`src/design/urfc_pkg.sv`:
```
`timescale 1ns / 1ps

package urfc_pkg;

    // Frame layout
    localparam int unsigned HDR_BASE       = 16;
    localparam int unsigned HDR_FULL       = 20;
    localparam int unsigned PORTS_MIN      = 24;
    localparam int unsigned DATA_MIN       = 28;
    localparam int unsigned KEEP_BYTES     = 8;
    localparam int unsigned SLOT_COUNT     = 4;
    localparam int unsigned PORT_QUERY_MAX = 4;

    localparam logic [15:0] PROTO_VER    = 16'd1001;
    localparam logic [31:0] TYPE_VERSION = 32'h0010_0000;
    localparam logic [31:0] TYPE_PORTS   = 32'h0010_0001;
    localparam logic [31:0] TYPE_DATA    = 32'h0010_0002;

    localparam logic [31:0] CRC_POLY = 32'hEDB8_8320;
    localparam logic [31:0] ALL_ONES = 32'hFFFF_FFFF;

    // "DSUC", byte 0 in the lowest lane
    localparam logic [3:0][7:0] MAGIC = {8'h43, 8'h55, 8'h53, 8'h44};

    typedef enum logic [2:0] {
        ST_OK      = 3'd0,
        ST_SHORT   = 3'd1,
        ST_MAGIC   = 3'd2,
        ST_VERSION = 3'd3,
        ST_TRUNC   = 3'd4,
        ST_CRC     = 3'd5
    } status_t;

    typedef enum logic [1:0] {
        CL_VERSION = 2'd0,
        CL_PORTS   = 2'd1,
        CL_DATA    = 2'd2,
        CL_OTHER   = 2'd3
    } class_t;

    // Advance a reflected CRC-32 by one byte
    function automatic logic [31:0] crc_byte(input logic [31:0] crc_in, input logic [7:0] data);
        logic [31:0] c;
        c = crc_in ^ {24'd0, data};
        for (int k = 0; k < 8; k++)
        begin
            c = c[0] ? (CRC_POLY ^ (c >> 1)) : (c >> 1);
        end
        return c;
    endfunction

endpackage

```
`src/design/urfc_frame_if.sv`:
```
`timescale 1ns / 1ps

interface urfc_frame_if;
    logic       valid;
    logic       ready;
    logic [7:0] frame_byte;
    logic       frame_end;

    modport source (output valid, output frame_byte, output frame_end, input ready);
    modport sink (input valid, input frame_byte, input frame_end, output ready);
endinterface

```
`src/design/urfc_result_if.sv`:
```
`timescale 1ns / 1ps

interface urfc_result_if;
    logic        valid;
    logic        ready;
    logic [2:0]  status;
    logic [1:0]  msg_class;
    logic [31:0] client_id;
    logic [2:0]  port_count;
    logic [7:0]  port_slot_a;
    logic [7:0]  port_slot_b;
    logic [7:0]  port_slot_c;
    logic [7:0]  port_slot_d;
    logic        subscribe;

    modport source (
        output valid, output status, output msg_class, output client_id,
        output port_count, output port_slot_a, output port_slot_b,
        output port_slot_c, output port_slot_d, output subscribe,
        input ready
    );
    modport sink (
        input valid, input status, input msg_class, input client_id,
        input port_count, input port_slot_a, input port_slot_b,
        input port_slot_c, input port_slot_d, input subscribe,
        output ready
    );
endinterface

```
`src/design/udp_request_frame_checker_top.sv`:
```
`timescale 1ns / 1ps
// The result for a frame is registered and is valid in the cycle after its final byte transfer.
// Throughput: one byte per cycle; the byte path and one-byte CRC stage sit between
// the frame state registers and the result register, so no byte waits on another.
// A new byte is taken whenever the result register is empty or being drained.
// Reset (rst_n, asynchronous, active low) clears the frame state and empties the result.

module udp_request_frame_checker_top
    import urfc_pkg::*;
#(
    parameter int MAX_FRAME_BYTES = 1024
)
(
    input logic          clk,
    input logic          rst_n,
    urfc_frame_if.sink   frame,
    urfc_result_if.source result
);

    localparam int IDX_W = $clog2(MAX_FRAME_BYTES + 1);
    localparam int CMP_W = (IDX_W > 17) ? IDX_W : 17;

    // Frame state
    logic [IDX_W-1:0]  idx_reg, idx_next;
    logic [31:0]       crc_reg, crc_next;
    logic              magic_reg, magic_next;
    logic [15:0]       version_reg, version_next;
    logic [15:0]       plen_reg, plen_next;
    logic [31:0]       claimed_reg, claimed_next;
    logic [31:0]       final_reg, final_next;
    logic [31:0]       client_reg, client_next;
    logic [31:0]       type_reg, type_next;
    logic [7:0]        pay_reg [KEEP_BYTES];
    logic [7:0]        pay_next [KEEP_BYTES];

    // Result register
    logic              out_valid_reg;
    status_t           status_reg, status_next;
    class_t            class_reg, class_next;
    logic [31:0]       client_out_reg, client_out_next;
    logic [2:0]        count_reg, count_next;
    logic [7:0]        slot_reg [PORT_QUERY_MAX];
    logic [7:0]        slot_next [PORT_QUERY_MAX];
    logic              sub_reg, sub_next;

    logic              accept;
    logic              take;
    logic [IDX_W-1:0]  pos;
    logic [IDX_W-1:0]  off20;
    logic [CMP_W-1:0]  covered;
    logic [CMP_W-1:0]  n_wide;
    logic              in_cov;
    logic [7:0]        crc_data;
    logic [31:0]       crc_new;
    logic [31:0]       amount;
    logic [IDX_W-1:0]  room;
    logic [7:0]        slot_sel;
    logic              mac_ok;

    assign frame.ready = !out_valid_reg || result.ready;
    assign accept      = frame.valid && frame.ready;
    assign pos         = idx_reg;
    assign take        = idx_reg < IDX_W'(MAX_FRAME_BYTES);
    assign off20       = pos - IDX_W'(HDR_FULL);

    // Capture header and payload fields, advance CRC over the covered bytes
    always_comb
    begin
        idx_next     = idx_reg;
        crc_next     = crc_reg;
        magic_next   = magic_reg;
        version_next = version_reg;
        plen_next    = plen_reg;
        claimed_next = claimed_reg;
        final_next   = final_reg;
        client_next  = client_reg;
        type_next    = type_reg;
        for (int i = 0; i < KEEP_BYTES; i++)
        begin
            pay_next[i] = pay_reg[i];
        end
        covered  = '0;
        in_cov   = 1'b0;
        crc_data = '0;
        crc_new  = '0;

        if (take)
        begin
            if (pos < IDX_W'(4))
            begin
                if (frame.frame_byte != MAGIC[pos[1:0]])
                    magic_next = 1'b0;
            end
            else if (pos == IDX_W'(4))
                version_next[7:0] = frame.frame_byte;
            else if (pos == IDX_W'(5))
                version_next[15:8] = frame.frame_byte;
            else if (pos == IDX_W'(6))
                plen_next[7:0] = frame.frame_byte;
            else if (pos == IDX_W'(7))
                plen_next[15:8] = frame.frame_byte;
            else if (pos < IDX_W'(12))
                claimed_next[8*pos[1:0] +: 8] = frame.frame_byte;
            else if (pos < IDX_W'(16))
                client_next[8*pos[1:0] +: 8] = frame.frame_byte;
            else if (pos < IDX_W'(HDR_FULL))
                type_next[8*pos[1:0] +: 8] = frame.frame_byte;
            else if (pos < IDX_W'(HDR_FULL + KEEP_BYTES))
                pay_next[off20[2:0]] = frame.frame_byte;

            covered  = CMP_W'(HDR_BASE) + CMP_W'(plen_next);
            in_cov   = CMP_W'(pos) < covered;
            crc_data = (pos >= IDX_W'(8) && pos < IDX_W'(12)) ? 8'd0 : frame.frame_byte;
            crc_new  = crc_byte(crc_reg, crc_data);
            if (in_cov)
            begin
                crc_next = crc_new;
                if (CMP_W'(pos) + CMP_W'(1) == covered)
                    final_next = crc_new ^ ALL_ONES;
            end
            idx_next = idx_reg + IDX_W'(1);
        end
    end

    // Judge the frame from the state after the final byte
    always_comb
    begin
        n_wide          = CMP_W'(idx_next);
        status_next     = ST_OK;
        class_next      = CL_OTHER;
        client_out_next = '0;
        count_next      = '0;
        sub_next        = 1'b0;
        amount          = {pay_next[3], pay_next[2], pay_next[1], pay_next[0]};
        room            = idx_next - IDX_W'(PORTS_MIN);
        slot_sel        = (pay_next[1] < 8'(SLOT_COUNT)) ? pay_next[1] : 8'd0;
        mac_ok          = pay_next[2] == 8'd0 && pay_next[3] == 8'd0 &&
                          pay_next[4] == 8'd0 && pay_next[5] == 8'd0 &&
                          pay_next[6] == 8'd0 && pay_next[7] == slot_sel + 8'd1;
        for (int i = 0; i < PORT_QUERY_MAX; i++)
        begin
            slot_next[i] = '0;
        end

        if (n_wide < CMP_W'(HDR_FULL))
            status_next = ST_SHORT;
        else if (!magic_next)
            status_next = ST_MAGIC;
        else if (version_next != PROTO_VER)
            status_next = ST_VERSION;
        else if (n_wide < CMP_W'(HDR_BASE) + CMP_W'(plen_next))
            status_next = ST_TRUNC;
        else if (claimed_next != final_next)
            status_next = ST_CRC;

        if (status_next == ST_OK)
        begin
            client_out_next = client_next;
            if (type_next == TYPE_VERSION)
                class_next = CL_VERSION;
            else if (type_next == TYPE_PORTS)
                class_next = CL_PORTS;
            else if (type_next == TYPE_DATA)
                class_next = CL_DATA;

            // Clamp slot count to four and to the slot bytes received
            if (class_next == CL_PORTS && idx_next >= IDX_W'(PORTS_MIN))
            begin
                count_next = (amount > 32'(PORT_QUERY_MAX)) ? 3'(PORT_QUERY_MAX) : amount[2:0];
                if (room < IDX_W'(count_next))
                    count_next = room[2:0];
                for (int i = 0; i < PORT_QUERY_MAX; i++)
                begin
                    if (3'(i) < count_next)
                        slot_next[i] = pay_next[4 + i];
                end
            end

            if (class_next == CL_DATA && idx_next >= IDX_W'(DATA_MIN))
            begin
                if (pay_next[0] == 8'd0 ||
                    (pay_next[0][0] && pay_next[1] < 8'(SLOT_COUNT)) ||
                    (pay_next[0][1] && mac_ok))
                    sub_next = 1'b1;
            end
        end
    end

    // Hold frame state; clear it after each final byte
    always_ff @(posedge clk or negedge rst_n)
    begin
        if (!rst_n)
        begin
            idx_reg       <= '0;
            crc_reg       <= ALL_ONES;
            magic_reg     <= 1'b1;
            version_reg   <= '0;
            plen_reg      <= '0;
            claimed_reg   <= '0;
            final_reg     <= '0;
            client_reg    <= '0;
            type_reg      <= '0;
            for (int i = 0; i < KEEP_BYTES; i++)
            begin
                pay_reg[i] <= '0;
            end
            out_valid_reg <= 1'b0;
        end
        else
        begin
            if (accept)
            begin
                if (frame.frame_end)
                begin
                    idx_reg     <= '0;
                    crc_reg     <= ALL_ONES;
                    magic_reg   <= 1'b1;
                    version_reg <= '0;
                    plen_reg    <= '0;
                    claimed_reg <= '0;
                    final_reg   <= '0;
                    client_reg  <= '0;
                    type_reg    <= '0;
                    for (int i = 0; i < KEEP_BYTES; i++)
                    begin
                        pay_reg[i] <= '0;
                    end
                end
                else
                begin
                    idx_reg     <= idx_next;
                    crc_reg     <= crc_next;
                    magic_reg   <= magic_next;
                    version_reg <= version_next;
                    plen_reg    <= plen_next;
                    claimed_reg <= claimed_next;
                    final_reg   <= final_next;
                    client_reg  <= client_next;
                    type_reg    <= type_next;
                    for (int i = 0; i < KEEP_BYTES; i++)
                    begin
                        pay_reg[i] <= pay_next[i];
                    end
                end
            end
            if (accept && frame.frame_end)
                out_valid_reg <= 1'b1;
            else if (result.ready)
                out_valid_reg <= 1'b0;
        end
    end

    // Capture the result payload on the final byte transfer
    always_ff @(posedge clk)
    begin
        if (accept && frame.frame_end)
        begin
            status_reg     <= status_next;
            class_reg      <= class_next;
            client_out_reg <= client_out_next;
            count_reg      <= count_next;
            sub_reg        <= sub_next;
            for (int i = 0; i < PORT_QUERY_MAX; i++)
            begin
                slot_reg[i] <= slot_next[i];
            end
        end
    end

    assign result.valid       = out_valid_reg;
    assign result.status      = status_reg;
    assign result.msg_class   = class_reg;
    assign result.client_id   = client_out_reg;
    assign result.port_count  = count_reg;
    assign result.port_slot_a = slot_reg[0];
    assign result.port_slot_b = slot_reg[1];
    assign result.port_slot_c = slot_reg[2];
    assign result.port_slot_d = slot_reg[3];
    assign result.subscribe   = sub_reg;

endmodule

```
`src/flat_wrapper.sv`:
```
// flat-port wrapper written by rule: the top's interface ports become plain ports
module udp_request_frame_checker_top_flat import urfc_pkg::*;
#(
    parameter int MAX_FRAME_BYTES = 1024
)
  (clk, rst_n, frame_valid, frame_frame_byte, frame_frame_end, frame_ready, result_valid, result_status, result_msg_class, result_client_id, result_port_count, result_port_slot_a, result_port_slot_b, result_port_slot_c, result_port_slot_d, result_subscribe, result_ready);
  urfc_frame_if frame_i ();
  urfc_result_if result_i ();
  input logic clk;
  input logic rst_n;
  input wire logic [$bits(frame_i.valid)-1:0] frame_valid;
  input wire logic [$bits(frame_i.frame_byte)-1:0] frame_frame_byte;
  input wire logic [$bits(frame_i.frame_end)-1:0] frame_frame_end;
  output wire logic [$bits(frame_i.ready)-1:0] frame_ready;
  output wire logic [$bits(result_i.valid)-1:0] result_valid;
  output wire logic [$bits(result_i.status)-1:0] result_status;
  output wire logic [$bits(result_i.msg_class)-1:0] result_msg_class;
  output wire logic [$bits(result_i.client_id)-1:0] result_client_id;
  output wire logic [$bits(result_i.port_count)-1:0] result_port_count;
  output wire logic [$bits(result_i.port_slot_a)-1:0] result_port_slot_a;
  output wire logic [$bits(result_i.port_slot_b)-1:0] result_port_slot_b;
  output wire logic [$bits(result_i.port_slot_c)-1:0] result_port_slot_c;
  output wire logic [$bits(result_i.port_slot_d)-1:0] result_port_slot_d;
  output wire logic [$bits(result_i.subscribe)-1:0] result_subscribe;
  input wire logic [$bits(result_i.ready)-1:0] result_ready;
  assign frame_i.valid = frame_valid;
  assign frame_i.frame_byte = frame_frame_byte;
  assign frame_i.frame_end = frame_frame_end;
  assign frame_ready = frame_i.ready;
  assign result_valid = result_i.valid;
  assign result_status = result_i.status;
  assign result_msg_class = result_i.msg_class;
  assign result_client_id = result_i.client_id;
  assign result_port_count = result_i.port_count;
  assign result_port_slot_a = result_i.port_slot_a;
  assign result_port_slot_b = result_i.port_slot_b;
  assign result_port_slot_c = result_i.port_slot_c;
  assign result_port_slot_d = result_i.port_slot_d;
  assign result_subscribe = result_i.subscribe;
  assign result_i.ready = result_ready;
  udp_request_frame_checker_top #(.MAX_FRAME_BYTES(MAX_FRAME_BYTES)) u_core (.clk(clk), .rst_n(rst_n), .frame(frame_i), .result(result_i));
endmodule
```
`config.mk`:
```
export PLATFORM = sky130hd
export DESIGN_NAME = udp_request_frame_checker_top_flat
export DESIGN_NICKNAME = d
export VERILOG_FILES = /design/src/design/urfc_pkg.sv /design/src/design/urfc_frame_if.sv /design/src/design/urfc_result_if.sv /design/src/design/udp_request_frame_checker_top.sv /design/src/flat_wrapper.sv
export SDC_FILE = /design/constraint.sdc
export NUM_CORES = 1
export LEC_CHECK = 0
export ABC_CLOCK_PERIOD_IN_PS = 8200
export BUFFER_PORTS_ARGS = -buffer_cell sky130_fd_sc_hd__buf_2
export CAP_MARGIN = 20
export CELL_PAD_IN_SITES_DETAIL_PLACEMENT = 1
export CELL_PAD_IN_SITES_GLOBAL_PLACEMENT = 2
export CORE_MARGIN = 5
export CORE_UTILIZATION = 40
export DETAILED_ROUTE_END_ITERATION = 10
export PLACE_DENSITY_LB_ADDON = 0.1
export SLEW_MARGIN = 20
export SYNTH_ARGS = -nofsm -noshare
export SYNTH_HDL_FRONTEND = slang
export SYNTH_SLANG_ARGS = --single-unit
```
`constraint.sdc`:
```
create_clock -name clk -period 8.2 [get_ports clk]
set_clock_uncertainty 0.1 [all_clocks]
set_input_delay 0.82 -clock clk [delete_from_list [all_inputs] [get_ports clk]]
set_output_delay 0.82 -clock clk [all_outputs]
set_load 0.02 [all_outputs]
```
; Word-level counts from Yosys, hierarchy flattened
; Memories as Yosys holds them, arrays and structs flattened.
; Cells that the tools add are included.
[word_totals]
elab_cells = 219
out_inout_bits = 75
mem_bits_ro = 0
register_bits = 310
memories = 1
latch_bits = 0
in_bits = 13
mem_bits_rw = 32
[classes]
n_reduce_logical = 30
mux = 108
multipliers = 0
n_eq_ne = 14
shift = 2
n_lt_le_gt_ge = 22
bitwise_logic = 11
n_div = 0
add_sub_neg = 8
[mem_list]
columns = memory, words, word_bits, read_ports, rd_clocked_by_memory_dff, write_ports, line
row1 = u_core.slot_reg, 4, 8, 4, 0, 4, udp_request_frame_checker_top.sv:42  ; logic [7:0] slot_reg [PORT_QUERY_MAX];
[op_table]
columns = op, n
row1 = 2-to-1 mux 32 bit, 44
row2 = 2-to-1 mux 64 bit, 11
row3 = 2-to-1 mux 16 bit, 9
row4 = 2-to-1 mux 8 bit, 14
row5 = NOT 13 -> 14 bit, 8
row6 = bitwise mux 32 bit, 3
row7 = "== test 32 x 21 -> 1 bit, second input constant", 3
row8 = bitwise mux 64 bit, 1
row9 = logical NOT 8 bit, 6
row10 = "== test 11 x 3 -> 1 bit, second input constant", 4
row11 = "< comparator 11 x 5 -> 1 bit, second input constant", 4
row12 = "adder 5 x 16 -> 17 bit, first input constant", 2
row13 = < comparator 11 x 17 -> 1 bit, 2
row14 = negation 5 -> 34 bit, 1
row15 = "variable shift 8 x 34 -> 32 bit, first input constant", 1
row16 = variable part select 8 x 34 -> 32 bit, 1
row17 = "> comparator 32 x 3 -> 1 bit, second input constant", 1
row18 = != test 32 bit, 1
row19 = NOT 32 bit, 1
row20 = bitwise XOR 32 x 8 -> 32 bit, 1
row21 = 2-to-1 mux 3 bit, 9
row22 = demux 8 bit (select 3 bit), 1
row23 = "greater-or-equal comparator 11 x 5 -> 1 bit, second input constant", 2
row24 = 2-to-1 mux 11 bit, 2
row25 = other kinds (33), 63

; Logic depth before layout (Yosys ltp)
[logic_depth]
word_depth = 40
mapped_depth = 30
mapped_depth_nobuf = 24

; Worst setup path before layout
; OpenSTA, ideal clock, no wires.
[synth_path]
path_type = register to register
from = register u_core.idx_reg[1]
to = memory u_core.slot_reg[1][6], data pin
stages_incl_launch_ff = 27
arrival_time_ns = 6.385
required_ns = 7.941
synth_period_minus_slack_ns = 6.644
setup_slack_ns = 1.556
setup_time_ns = 0.159
path_buffers = 3
path_cell_list = dfrtp_1 > inv_1 > ha_1 > clkbuf_1 > nor3b_1 > nand4b_2 > buf_1 > mux2_2 > ha_1 > inv_1 > a211oi_1 > o21bai_1 > xnor2_1 > o21ai_0 > ha_1 > a2111oi_0 > o21ai_0 > o211a_1 > a311o_1 > a211o_1 > nor2_1 > mux2_2 > a221o_1 > nor4_4 > nand4_4 > buf_6 > nor3_1
[synth_lines]
columns = item, line
row1 = "start, declared", udp_request_frame_checker_top.sv:24  ; logic [IDX_W-1:0] idx_reg, idx_next;
row2 = "start signal, assigned", udp_request_frame_checker_top.sv:231  ; idx_reg <= idx_next;
row3 = "end, declared", udp_request_frame_checker_top.sv:42

==> run metrics <==
Post-CTS Hold Buffers=0; CP bufs+invs=3; Compound-Gate Fraction of Synth Area=16.5%; Least-Margin Pin Slew=1030 ps; GPL Wtd Cong=about 0.9; sum of negative setup slack=0 ps; Synth Area in XOR/XNOR=7.57%; Slew headroom=31.6%; routed via count=16400; Diodes inserted=0; Initial Utilization=around two fifths; row cnt=80; Post-synth EDFFs=73; synth warn=0; LEAKAGE=0.00879 uW; global-route wire length before repair=109000 um; CP Depth=24; number of routed nets with antenna violations=0; ys async rst share=78.7%; CP Capture Type=register; max-cap violations=0; clk sinks=about 340; Crit Reg-Reg Startpoint=u_core.idx_reg[7]; Worst Path Class, Setup=register to register; crit-path max cell delay=550 ps; PortBufs=87; clock-pin slew on the worst setup and hold paths=60 ps; vias per inst=5.87; H-Tree Depth=2; TritonCTS clock tree=yes; status=complete, no violations; CP cell instances=nor4_4, nand2_1, nand4b_2, mux2_2, ha_1, inv_1, a211oi_1, o21bai_1, xnor2_1, o21ai_0, ha_1, a2111oi_0, o21ai_0, o211a_1, a311o_1, a211o_1, buf_4, nor4_1, nor4_1, nor4b_1, and4_1, nand4_4, buf_4, nor3_1; Clock Latency Late Sink=570 ps; share of cells above drive strength 1=a little over an eighth; post-layout util=45.8%; Slowest cell on crit path=dfrtp_1; Yosys top cell area share=30.6%; die area=52700 um^2; Final setup violation count=0; Overall Global Routing Usage=a little over a quarter; Detailed Routing Iterations Pass 1=5; Synth-to-Final Area Change=13.3%; Crit. Startpoint=u_core.idx_reg[7]; Hold WC Path Type=input port to asynchronous set/reset pin; Worst Path Required=8490 ps; fin nets=2198; vias in the first global route=17300; initial antenna violation count=0; global route overflow=0; Routed wire per std cell=25.1 um; post-synthesis simple-gate area fraction=20.0%; final hold vios=0; area of placed instances=20400 um^2; Detailed Route Iter0 Violations=1046; Synth cell types=81; core footprint=47700 um^2; Max VDD drop=0.156 mV; Syn Inst Count=about 2100; final wirelength=70100 um; Post-Synth Adder-Cell Area=between 2 and 2.5%; Tcrit/Tclk final=93.7%; final-layout fill cell count=between 5000 and 6000; Top-Level Pins=a little under 90; DRC=0; ranking of synthesized cells by area=dfrtp_1 31%, edfxtp_1 11%, nand2_1 6.3%; multiplexer share of the synthesized area=4.13%; PostCTS Resize Cnt=0; Final Cell Area=21800 um^2; root buf cell=clkbuf_16; post-CTS setup buffer count=0; startpoint types=register; post-synthesis sequential area ratio=46.5%; width of the die=around 230 um; largest net degree at the start of global routing=140; Final min period=around 7700 ps; crit path max fanout=35; Post-Syn Area=19300 um^2; post-synth top area cell=dfrtp_1; post-synthesis register bit count=342; CTS Buf Count=42; Final Slew Violations=0; Mapped Nets=2128; Max Clk Rate=130 MHz; Mapped Avg Cell Area=9.27 um^2; delay-heaviest family, CP=simple AND/OR/NAND/NOR gates; RSZ-0062 raised after global routing=false; worst reg2reg path depth=24; max reg flops=64; Die Y=230 um; CTS Buffer Depth=3; pwr/cell area=roughly 250 nW/um^2; combinational family with the most area after synthesis=simple AND/OR/NAND/NOR gates; Worst Path Arrival=7970 ps; top_reg_cell synth=dfrtp_1; post-detail-place hpwl=49400 um
synthesized netlist by cell type (8+ instances only):
library cell,number
o22ai_1,19
nor3_2,15
xor2_1,61
inv_1,26
nand3_1,34
nor2_1,196
dfstp_2,33
clkbuf_1,73
a22o_1,65
dfrtp_1,236
buf_1,17
or4_1,9
mux2_2,11
o21ai_1,20
nand4_1,17
nor4_1,40
and2_1,41
o211ai_1,17
a211oi_1,12
a21oi_1,109
nand2b_1,12
nor3_1,51
o31ai_1,11
a32o_1,8
edfxtp_1,73
nand2_1,323
buf_2,11
nor2b_1,19
mux2i_1,65
ha_1,35
xnor2_1,102
a21o_1,13
o21ai_0,201
cells in the final DEF (no fill, tap or decap), types with 49 or more instances in the layout:
cell / n
a21oi_1: 109
a22o_1: 65
buf_2: 86
dfrtp_1: 236
edfxtp_1: 73
mux2i_1: 65
nand2_1: 323
nor2_1: 196
nor3_1: 49
o21ai_0: 201
xnor2_1: 102
xor2_1: 61
logic make-up (layout without fill, tap and decap cells):
family | after synthesis | in the layout
buffers and inverters | 137 | 240
AO/OA/AOI/OAI | 517 | 517
adder cells (fa/ha/maj) | 35 | 35
XOR/XNOR | 165 | 165
flip-flops | 342 | 342
AND/OR/NAND/NOR | 807 | 807
multiplexers | 77 | 77
stage by stage:
stage	cells	total power (uW)	worst slack, ps	hold WS [ps]
floorplan	2080	3030	1560	341
global placement	2721	3660	745	355
detailed placement	2721	3690	484	363
CTS	2798	5590	393	162
global route	2798	5780	24.4	186
finish	2798	5550	519	138
routing by layer:
| metal | track usage (%) | wire, um | up-vias |
|---|---|---|---|
| met1 | 34.1 | 30400 | 8438 |
| met2 | 46.3 | 35200 | 320 |
| met4 | 8.14 | 2260 | 0 |
| li1 | - | - | 7538 |
| met3 | 2.86 | 2320 | 115 |
| met5 | 0 | 0 | - |
layout make-up:
| type | count | area [um^2] | share of cell area, % |
|---|---|---|---|
| Multi-Input combinational cell | 1601 | 9800 | 44.8 |
| Clock buffer | 64 | 1240 | 5.70 |
| Sequential cell | 342 | 8960 | 41.0 |
| Clock inverter | 13 | 145 | 0.664 |
| Tap cell | 615 | 769 | 3.52 |
| Timing Repair Buffer | 135 | 818 | 3.75 |
| Inverter | 28 | 106 | 0.487 |
path summary, 6_finish.rpt:
path,endpoint,slack [ps]
worst max-delay path,u_core.slot_reg[1][0],520
worst min-delay path,u_core.client_reg[15],140
min in group clk,u_core.version_reg[5],370
worst min register to register,u_core.version_reg[5],370
max in group asynchronous,u_core.plen_reg[11],6560
worst max register to register,u_core.slot_reg[1][0],520
power by group:
part / internal [uW] / total [uW] / switching [uW]
sequential: 1860 / 1940 / 81.2
combinational: 531 / 1720 / 1190
clock: 1110 / 1880 / 767
total: 3510 / 5550 / 2040
Power figures use the tool's default switching activity.
